<file path="config.mk">
export PLATFORM = sky130hd
export DESIGN_NAME = sidtoa_front
export DESIGN_NICKNAME = d
export VERILOG_FILES = /design/src/rtl/signed_int_to_decimal_ascii_unit_macros.svh /design/src/rtl/sidtoa_pkg.sv /design/src/rtl/sidtoa_front.sv
export SDC_FILE = /design/constraint.sdc
export NUM_CORES = 1
export LEC_CHECK = 0
export CAP_MARGIN = 25
export CORE_UTILIZATION = 54
export DETAILED_ROUTE_END_ITERATION = 8
export DONT_BUFFER_PORTS = 1
export PLACE_DENSITY = 0.69
export SLEW_MARGIN = 40
export SYNTH_ARGS = -nofsm -noshare
export SYNTH_HDL_FRONTEND = slang
export SYNTH_SLANG_ARGS = --single-unit
</file>
<file path="constraint.sdc">
create_clock -name aclk -period 2.7 [get_ports aclk]
set_clock_uncertainty 0.2 [all_clocks]
set_input_delay 0.135 -clock aclk [delete_from_list [all_inputs] [get_ports aclk]]
set_output_delay 0.135 -clock aclk [all_outputs]
set_load 0.005 [all_outputs]
</file>
<file path="src/rtl/signed_int_to_decimal_ascii_unit_macros.svh">
// assertion macros for the decimal text unit
`ifndef SIGNED_INT_TO_DECIMAL_ASCII_UNIT_MACROS_SVH
`define SIGNED_INT_TO_DECIMAL_ASCII_UNIT_MACROS_SVH

// clocked check, off while reset is held
`define SIDTOA_ASSERT(label, prop, msg) \
    label: assert property (@(posedge aclk) disable iff (!aresetn) (prop)) else $error(msg);

// clocked check that also holds during reset
`define SIDTOA_ASSERT_ALWAYS(label, prop, msg) \
    label: assert property (@(posedge aclk) (prop)) else $error(msg);

`endif

</file>
<file path="src/rtl/sidtoa_pkg.sv">
`timescale 1ns / 1ps
package sidtoa_pkg;

    localparam int VALUE_W     = 32;
    localparam int CHAR_W      = 8;
    localparam int DIGIT_W     = 4;
    localparam int DIGITS_MAX  = 10;
    localparam int NDIG_W      = $clog2(DIGITS_MAX + 1);
    localparam int QUEUE_DEPTH = 2;

    localparam logic [CHAR_W-1:0] CHAR_MINUS = 8'd45;
    localparam logic [CHAR_W-1:0] CHAR_ZERO  = 8'd48;

    // reciprocal of ten for an exact unsigned 32-bit quotient
    localparam logic [VALUE_W-1:0] RECIP_TEN   = 32'hCCCC_CCCD;
    localparam int                 RECIP_SHIFT = 35;

    typedef struct packed {
        logic               neg;
        logic [VALUE_W-1:0] mag;
    } queue_entry_t;

    typedef struct packed {
        logic full;
        logic empty;
    } queue_status_t;

endpackage

</file>
<file path="src/rtl/sidtoa_front.sv">
`timescale 1ns / 1ps
module sidtoa_front
    import sidtoa_pkg::*;
(
    input  logic               aclk,
    input  logic               aresetn,
    input  logic               s_tvalid,
    output logic               s_tready,
    input  logic [VALUE_W-1:0] s_tdata,
    output logic               push_valid,
    input  logic               push_ready,
    output queue_entry_t       push_entry
);

    logic         valid_reg;
    logic         valid_next;
    queue_entry_t entry_reg;
    queue_entry_t entry_next;

    assign s_tready   = !valid_reg || push_ready;
    assign push_valid = valid_reg;
    assign push_entry = entry_reg;

    // sign split and unsigned magnitude, exact for the most negative value
    always_comb begin
        valid_next = valid_reg;
        entry_next = entry_reg;
        if (push_ready) begin
            valid_next = 1'b0;
        end
        if (s_tvalid && s_tready) begin
            valid_next     = 1'b1;
            entry_next.neg = s_tdata[VALUE_W-1];
            entry_next.mag = s_tdata[VALUE_W-1] ? (VALUE_W'(0) - s_tdata) : s_tdata;
        end
    end

    always_ff @(posedge aclk) begin
        if (!aresetn) begin
            valid_reg <= 1'b0;
        end else begin
            valid_reg <= valid_next;
        end
        entry_reg <= entry_next;
    end

endmodule

</file>
==> flow_summary.toml <==
[layout]
fin_cells = 240
fillers = 220
final_layout_size_suffix_gt1_share_pct = 7.65
diodes = 0
area_growth_pct = 28.1
nNetsFinal = 233

[synthesis]
yosysUniqueCellTypes = 31
syn_area_um2 = 1820
ys_seq_area_share_pct = 55.6
synth-edff-count = 33
ys_async_sr_fraction_pct = 0
yosysMostFrequentCell = "edfxtp_1"
synth_flop_cell = "edfxtp_1"
synth_warnings = 0
synth_seq_cells = 34
synth_top_cell_area_share_pct = 54.5
ys_top_cells_by_count = "edfxtp_1, xnor2_1, nand2_1"
syn-instance-count = 148
syn_area_per_cell_um2 = 12.3
synth_nets = 186
synth_area_leaders = "edfxtp_1, xnor2_1, o31ai_1"
yosys.area.top_type = "edfxtp_1"

[timing]
worst_slew_pin_slew_ps = 571
clock.fmax_mhz = 420
maxSlewHeadroom_pct = 61.6
hold_ws_ps = 13.6
setup_violations = 0
finalHoldViolCount = 0
period_needed_ps = 2380
slew_viol_final = 0
tns_ps = 0
rsz0062_at_grt = "false"
timing.final.crit_share_pct = 88.2
setup_ws_ps = 318

[job]
drv_cap = 0

[pwr]
p_total_uw = 1080
power.density_nw_per_um2 = 466
ir_worst_vdd_uv = 313
p_leak_uw = 0.000770

[floorplan]
core-area_um2 = 3130
fp.dieH_um = 60.0
die_w_um = 60.0
dieArea_um2 = 3600
rows = 20
io_pins = 71
initial_core_util_pct = 58.1

[worst_setup_path]
r2r-start = "push_valid$_SDFFE_PN0P_"
crit_chain = "dlygate4sd3_1, inv_1, ha_1, nand4b_1, o31ai_1, xnor2_1, dlygate4sd3_1"
crit_top_cell = "dlygate4sd3_1"
cp.arrival_ps = 2280
r2r_cells = 3
timing.rr.end = "push_entry[3]$_DFFE_PP_"
start_kind = "primary input"
required_ps = 2600
r2r_slack_ps = 1180
cp_slowest_stage_delay_ps = 560
cpMaxStageDelayCell = "dlygate4sd3_1"
critical_path_class = "in -> reg"
crit_path_end_kind = "flop"
path_max_fanout = 5

[clock_network]
ctsResizeCount = 0
clock_latency_ps = 330
clk_pin_slew_ps = 110
tritoncts = "yes"
h-tree-depth = 2
post_cts_buffers = 0
root_buffer = "clkbuf_4"
cts_sinks = 34
cts_buffers = 5
ctsLongestPathBuffers = 2
cts_hold_buf = 42

[route]
routed_via_density = 5.97
num_vias = 1432
drc = 0
ant_nets = 0
dr.first_iter.drc_count = 82
routedWlPerCell_um = 18.3
finalWirelength_um = 4390
drt_first_pass_iters = 5

[worst_hold_path]
min_to = "push_entry[1]$_DFFE_PP_"
hold_depth = 4
min_from = "s_tdata[0]"
hp-class = "in -> reg"

[status]
status = "complete, no violations"

[grt]
grt_pass1_vias = 1494
antenna_found_initial = 0
grt_pass1_wl_um = 6780
grt_max_degree = 34
grt_usage_pct = 26.4
grt.overflow.total = 0

[placement]
pre_cts_ws_ps = 518
place_hpwl_um = 2700
gp_congestion = 0.783
port_buffers = 0
post-place-cells = 190
-- flip-flops by register name, summed over array words and instances (netlist names) --
register and count:
push_entry 33, push_valid 1
-- final cells by class --
cell class	instances	area (um2)	share of cell area [%]
sequential	34	1010	43.4
multi-input combinational	106	769	33.0
timing repair buffer	44	430	18.5
tap	44	55.1	2.36
clock buffer	5	37.5	1.61
inverter	4	15.0	0.644
clock inverter	3	11.3	0.483
-- critical path: cells and delay by family --
kind / cells / cell delay (ps)
AOI/OAI and AO/OA: 1 / 320
adders and majority gates: 1 / 270
and+or+nand+nor: 1 / 280
xor gates and xnor gates: 1 / 90
buffers and inverters: 3 / 1190
-- metrics by stage --
step	cell area (um2)	utilization (%)
2_1_floorplan	1820	-
3_3_place_gp	1870	59.6
3_5_place_dp	1870	59.6
4_1_cts	2330	74.6
5_1_grt	2330	74.5
6_report	2330	74.5
-- per-layer routing --
layer,GRT usage [%],part of all wire [%]
met1,28.6,38
met2,47.1,52
met3,7.14,7.5
met4,12.6,2.5
met5,0,0
-- how the worst max path moves through the flow --
| stage | startpoint | endpoint | slack, ps |
|---|---|---|---|
| 6_report | s_tdata[1] | push_entry[20]$_DFFE_PP_ | 320 |
| 5_1_grt | s_tdata[1] | push_entry[20]$_DFFE_PP_ | 180 |
| 4_1_cts | s_tdata[31] | push_entry[3]$_DFFE_PP_ | 250 |
| 3_5_place_dp | s_tdata[9] | push_entry[29]$_DFFE_PP_ | 520 |
| 3_3_place_gp | s_tdata[9] | push_entry[13]$_DFFE_PP_ | 560 |
| 2_1_floorplan | s_tdata[9] | push_entry[23]$_DFFE_PP_ | 600 |
-- power breakdown --
group | leakage (uW) | total, uW | switching (uW) | internal, uW
clock network | 0.0000277 | 263 | 171 | 92.8
logic | 0.000414 | 167 | 72.5 | 94.3
registers | 0.000328 | 654 | 20.4 | 634
total | 0.000770 | 1080 | 264 | 821
-- cells in the final DEF, fill, tap and decap left out --
master          n
and4b_1         1
ha_1            2
or4_4           2
nor4_1          7
and2_1          2
buf_2           1
dfxtp_1         1
clkinv_1        3
clkbuf_4        5
o41ai_2         1
nand3_1         1
edfxtp_1       33
xnor2_1        24
nand2b_1        4
nor3_1          6
and3_1          1
xor2_1          5
or2_2           2
a21boi_0        1
o41ai_1         5
dlygate4sd3_1  41
o21ai_0         8
or4_1           2
o41ai_4         1
nand4b_1        1
or4b_2          1
nor2_1          5
nand4_1         1
a31oi_1         5
buf_4           2
inv_1           4
o31ai_1         6
nand2_1         9
or3_1           3
-- logic make-up (layout without fill, tap and decap cells) --
| family | after synthesis | count (layout) | share of synthesized area, % |
|---|---|---|---|
| flops | 34 | 34 | 55.6 |
| simple gates | 48 | 48 | 15.3 |
| buf+inv | 8 | 56 | 2.06 |
| fa+ha+maj | 2 | 2 | 1.38 |
| xor+xnor | 29 | 29 | 14.0 |
| compound gates | 27 | 27 | 11.6 |
Power figures use the tool's default switching activity.
