<file path="src/rtl/signed_int_to_decimal_ascii_unit_macros.svh">
// assertion macros for the decimal text unit
`ifndef SIGNED_INT_TO_DECIMAL_ASCII_UNIT_MACROS_SVH
`define SIGNED_INT_TO_DECIMAL_ASCII_UNIT_MACROS_SVH

// clocked check, off while reset is held
`define SIDTOA_ASSERT(label, prop, msg) \
    label: assert property (@(posedge aclk) disable iff (!aresetn) (prop)) else $error(msg);

// clocked check that also holds during reset
`define SIDTOA_ASSERT_ALWAYS(label, prop, msg) \
    label: assert property (@(posedge aclk) (prop)) else $error(msg);

`endif

</file>
<file path="src/rtl/sidtoa_pkg.sv">
`timescale 1ns / 1ps
package sidtoa_pkg;

    localparam int VALUE_W     = 32;
    localparam int CHAR_W      = 8;
    localparam int DIGIT_W     = 4;
    localparam int DIGITS_MAX  = 10;
    localparam int NDIG_W      = $clog2(DIGITS_MAX + 1);
    localparam int QUEUE_DEPTH = 2;

    localparam logic [CHAR_W-1:0] CHAR_MINUS = 8'd45;
    localparam logic [CHAR_W-1:0] CHAR_ZERO  = 8'd48;

    // reciprocal of ten for an exact unsigned 32-bit quotient
    localparam logic [VALUE_W-1:0] RECIP_TEN   = 32'hCCCC_CCCD;
    localparam int                 RECIP_SHIFT = 35;

    typedef struct packed {
        logic               neg;
        logic [VALUE_W-1:0] mag;
    } queue_entry_t;

    typedef struct packed {
        logic full;
        logic empty;
    } queue_status_t;

endpackage

</file>
<file path="src/rtl/sidtoa_queue.sv">
`timescale 1ns / 1ps
module sidtoa_queue
    import sidtoa_pkg::*;
#(
    parameter int DEPTH = QUEUE_DEPTH
) (
    input  logic          aclk,
    input  logic          aresetn,
    input  logic          push_valid,
    output logic          push_ready,
    input  queue_entry_t  push_entry,
    output logic          pop_valid,
    input  logic          pop_ready,
    output queue_entry_t  pop_entry,
    output queue_status_t status
);

    localparam int PTR_W = (DEPTH > 1) ? $clog2(DEPTH) : 1;
    localparam int CNT_W = $clog2(DEPTH + 1);
    localparam logic [PTR_W-1:0] PTR_LAST = PTR_W'(DEPTH - 1);
    localparam logic [CNT_W-1:0] CNT_FULL = CNT_W'(DEPTH);

    queue_entry_t     slots_reg [DEPTH];
    logic [PTR_W-1:0] wr_ptr_reg;
    logic [PTR_W-1:0] wr_ptr_next;
    logic [PTR_W-1:0] rd_ptr_reg;
    logic [PTR_W-1:0] rd_ptr_next;
    logic [CNT_W-1:0] count_reg;
    logic [CNT_W-1:0] count_next;
    logic             do_push;
    logic             do_pop;

    assign status.full  = (count_reg == CNT_FULL);
    assign status.empty = (count_reg == '0);
    assign push_ready   = !status.full;
    assign pop_valid    = !status.empty;
    assign pop_entry    = slots_reg[rd_ptr_reg];
    assign do_push      = push_valid && push_ready;
    assign do_pop       = pop_valid && pop_ready;

    always_comb begin
        wr_ptr_next = wr_ptr_reg;
        rd_ptr_next = rd_ptr_reg;
        count_next  = count_reg;
        if (do_push) begin
            wr_ptr_next = (wr_ptr_reg == PTR_LAST) ? '0 : wr_ptr_reg + 1'b1;
        end
        if (do_pop) begin
            rd_ptr_next = (rd_ptr_reg == PTR_LAST) ? '0 : rd_ptr_reg + 1'b1;
        end
        if (do_push && !do_pop) begin
            count_next = count_reg + 1'b1;
        end else if (do_pop && !do_push) begin
            count_next = count_reg - 1'b1;
        end
    end

    always_ff @(posedge aclk) begin
        if (!aresetn) begin
            wr_ptr_reg <= '0;
            rd_ptr_reg <= '0;
            count_reg  <= '0;
        end else begin
            wr_ptr_reg <= wr_ptr_next;
            rd_ptr_reg <= rd_ptr_next;
            count_reg  <= count_next;
        end
        if (do_push) begin
            slots_reg[wr_ptr_reg] <= push_entry;
        end
    end

endmodule

</file>
<file path="config.mk">
export PLATFORM = sky130hd
export DESIGN_NAME = sidtoa_queue
export DESIGN_NICKNAME = d
export VERILOG_FILES = /design/src/rtl/signed_int_to_decimal_ascii_unit_macros.svh /design/src/rtl/sidtoa_pkg.sv /design/src/rtl/sidtoa_queue.sv
export SDC_FILE = /design/constraint.sdc
export NUM_CORES = 1
export LEC_CHECK = 0
export ABC_CLOCK_PERIOD_IN_PS = 3260
export BUFFER_PORTS_ARGS = -buffer_cell sky130_fd_sc_hd__buf_2
export CAP_MARGIN = 10
export CORE_MARGIN = 1.5
export CORE_UTILIZATION = 51
export DETAILED_ROUTE_END_ITERATION = 16
export PLACE_DENSITY = 0.75
export SLEW_MARGIN = 20
export SYNTH_ARGS = -nofsm -noshare
export SYNTH_HDL_FRONTEND = slang
export SYNTH_SLANG_ARGS = --single-unit
</file>
<file path="constraint.sdc">
create_clock -name aclk -period 3.26 [get_ports aclk]
set_clock_uncertainty 0.2 [all_clocks]
set_input_delay 0.489 -clock aclk [delete_from_list [all_inputs] [get_ports aclk]]
set_output_delay 0.489 -clock aclk [all_outputs]
set_load 0.05 [all_outputs]
</file>
==> impl_metrics.toml <==
[run_status]
outcome = "finished clean"

[synth]
ys_types = 21
yosysSeqAreaShare_pct = 79.6
syn-cell-area_sq_mm = 0.00262
syn_inst = 129
syn-num-nets = 167
syn_area_per_cell_sq_um = 20.3
synth_warnings = 0
synth-seq-cells = 71

[final_layout]
diodes = 0
layout_commonest_cell = "buf_2"
final_nets = 251
fin_area_sq_mm = 0.00335
drive_gt1_share_pct = 59.2
largest_reg_flops = 66
final_cell_mix = "73 x buf_2, 66 x edfxtp_1, 33 x mux2_2"
syn2layout_area_growth_pct = 28.2

[pwr]
peakVddDrop_v = 0.000773
p_seq_share_pct = 36.9
combPwrFrac_pct = 35.6
p_sw_mw = 1.20
p_leak_nw = 1.29
power_frac_clock_pct = 27.4
intPower_mw = 2.07
powerDensity_mw_per_mm2 = 975
power_mw = 3.27
power_switching_share_pct = 36.7

[drt]
drt.antenna.violating_nets = 0
vias = 1385
routedWlPerCell_um = 15.8
dr.pass1.iters = 4
vias_per_cell = 4.86
drt_drc_violations_left = 0
drtIter0Drc = 58
routed_wl_um = 4520

[critical_path]
required_ns = 2.57
slowest_stage = "dfxtp_1"
cp.arrival_ns = 1.92
r2r_setup_slack_ns = 1.38
crit_chain = "buf_4 > mux2_2 > buf_2"
cp-end-kind = "output pin"
crit_path_max_incr_delay_ns = 0.64
cp_max_fo = 16
worstSetupPathType = "flop to output pin"
path_delay_family = "flip-flops"
crit_path_start_kind = "flop"
cp_num_buf_inv = 2

[floorplan]
std_cell_rows = 25
io_pins = 74
core_area_sq_mm = 0.00482
die_y_um = 74.6
die_area_sq_mm = 0.00557
start_util_pct = 54.3
die_width_um = 74.6

[sta]
rsz0062_at_grt = "false"
hold_viol_final = 0
finalCritPeriodShare_pct = 80.0
final.setup.tns_ns = 0
drv_slew = 0
worst_pin_slew_ns = 0.580
relSlewSlack_pct = 61.2
fmax_mhz = 384
fin_crit_ns = 2.61
setup_viol = 0
layout_setup_ws_ns = 0.653

[clock_tree]
cts_tree = "done"
clock_path_buffers = 2
clock_latency_ns = 0.34
cts_root_buffer = "clkbuf_8"
ctsHoldBuffers = 0
cts_setup_buffers = 0
numCtsBuffers = 9
postCtsResizedCells = 0
cts_num_sinks = 71
htree_levels = 3
cts.clk_slew.worst_paths_ns = 0.07

[grt]
antenna_found_initial = 0
grt_first_pass_wirelength_um = 6760
grt_pass1_vias = 1453
overflow = 0
grt_usage_pct = 17.8
grt_max_degree = 34

[place]
portBuffers = 73
dp_slack_ns = 1.00
place.gp.congestion = 0.720
hpwlAfterDp_um = 3110
placed_area_sq_mm = 0.00309

[min_path]
hold_path.class = "input port to flop"

[flow_run]
cap_violations = 0
## through the flow
step	hold WS, ns	instances	utilization [%]
5_1_grt	0.113	285	69.6
3_3_place_gp	0.307	269	64.2
6_report	0.132	285	69.6
4_1_cts	0.115	285	69.6
3_5_place_dp	0.350	269	64.2
2_1_floorplan	0.290	129	-
## metal layers
layer  up-vias  wire length [um]  GRT usage (%)
li1        659                 -              -
met1       673              1760           18.6
met2        47              2370           30.1
met3         6               307           8.30
met4         0                89           9.49
met5         -                 0              0
## power by group through the flow
stage | clock, mW | sequential, mW | combinational (mW)
6_report | 0.896 | 1.21 | 1.17
4_1_cts | 0.913 | 1.21 | 1.18
5_1_grt | 0.946 | 1.22 | 1.22
3_3_place_gp | 0 | 1.22 | 1.15
3_5_place_dp | 0 | 1.23 | 1.17
2_1_floorplan | 0 | 1.20 | 0.937
## final timing paths
check	from	endpoint	cells past startpoint
worst min-delay path	push_entry[1]	slots_reg[1][1]$_DFFE_PP_	1
worst max-delay path	flop	pop_entry[12]	3
worst max register to register	count_reg[0]$_SDFFE_PN0P_	slots_reg[0][28]$_DFFE_PP_	4
worst min register to register	count_reg[1]$_SDFFE_PN0P_	count_reg[1]$_SDFFE_PN0P_	2
## cell usage after synthesis
library cell | instances | area share [%]
nor2_1 | 1 | 0.14
or2_2 | 1 | 0.24
and2_1 | 3 | 0.72
mux2_2 | 33 | 14
o21a_1 | 1 | 0.29
inv_2 | 1 | 0.14
o21ai_0 | 1 | 0.19
nor3_2 | 1 | 0.38
nand2b_2 | 1 | 0.33
a21boi_1 | 1 | 0.29
or3_1 | 1 | 0.24
ha_1 | 1 | 0.48
a21boi_0 | 1 | 0.29
and3_1 | 1 | 0.24
buf_2 | 4 | 0.77
xor2_1 | 1 | 0.33
dfxtp_1 | 5 | 3.8
o21ai_1 | 1 | 0.19
inv_1 | 2 | 0.29
xnor2_1 | 2 | 0.67
edfxtp_1 | 66 | 76
## cells by family (layout without fill, tap and decap cells)
kind of cell    count (synthesis)  after routing  synth area share (%)
mux                            33             33                  14.2
flops                          71             71                  79.6
fa+ha+maj                       1              1                 0.478
buf+inv                         7             96                  1.20
compound gates                  5              5                  1.24
xor+xnor                        3              3                  1.00
simple gates                    9              9                  2.30
## worst register-to-register path, stage by stage (launching register included)
cell and delay, ns:
dfxtp_1 0.42, nand2b_2 0.19, inv_2 0.06, nor3_4 0.45, buf_12 0.27
## cell type report
class                      instances  area [sq um]
clock buffer                      10           128
clock inverter                     6           133
fill                             353          1460
inverter                           3          11.3
multi-input combinational         51           509
sequential                        71          2080
tap                               67          83.8
timing repair buffer              77           408
Note: power is estimated with default switching activity, not from simulation.
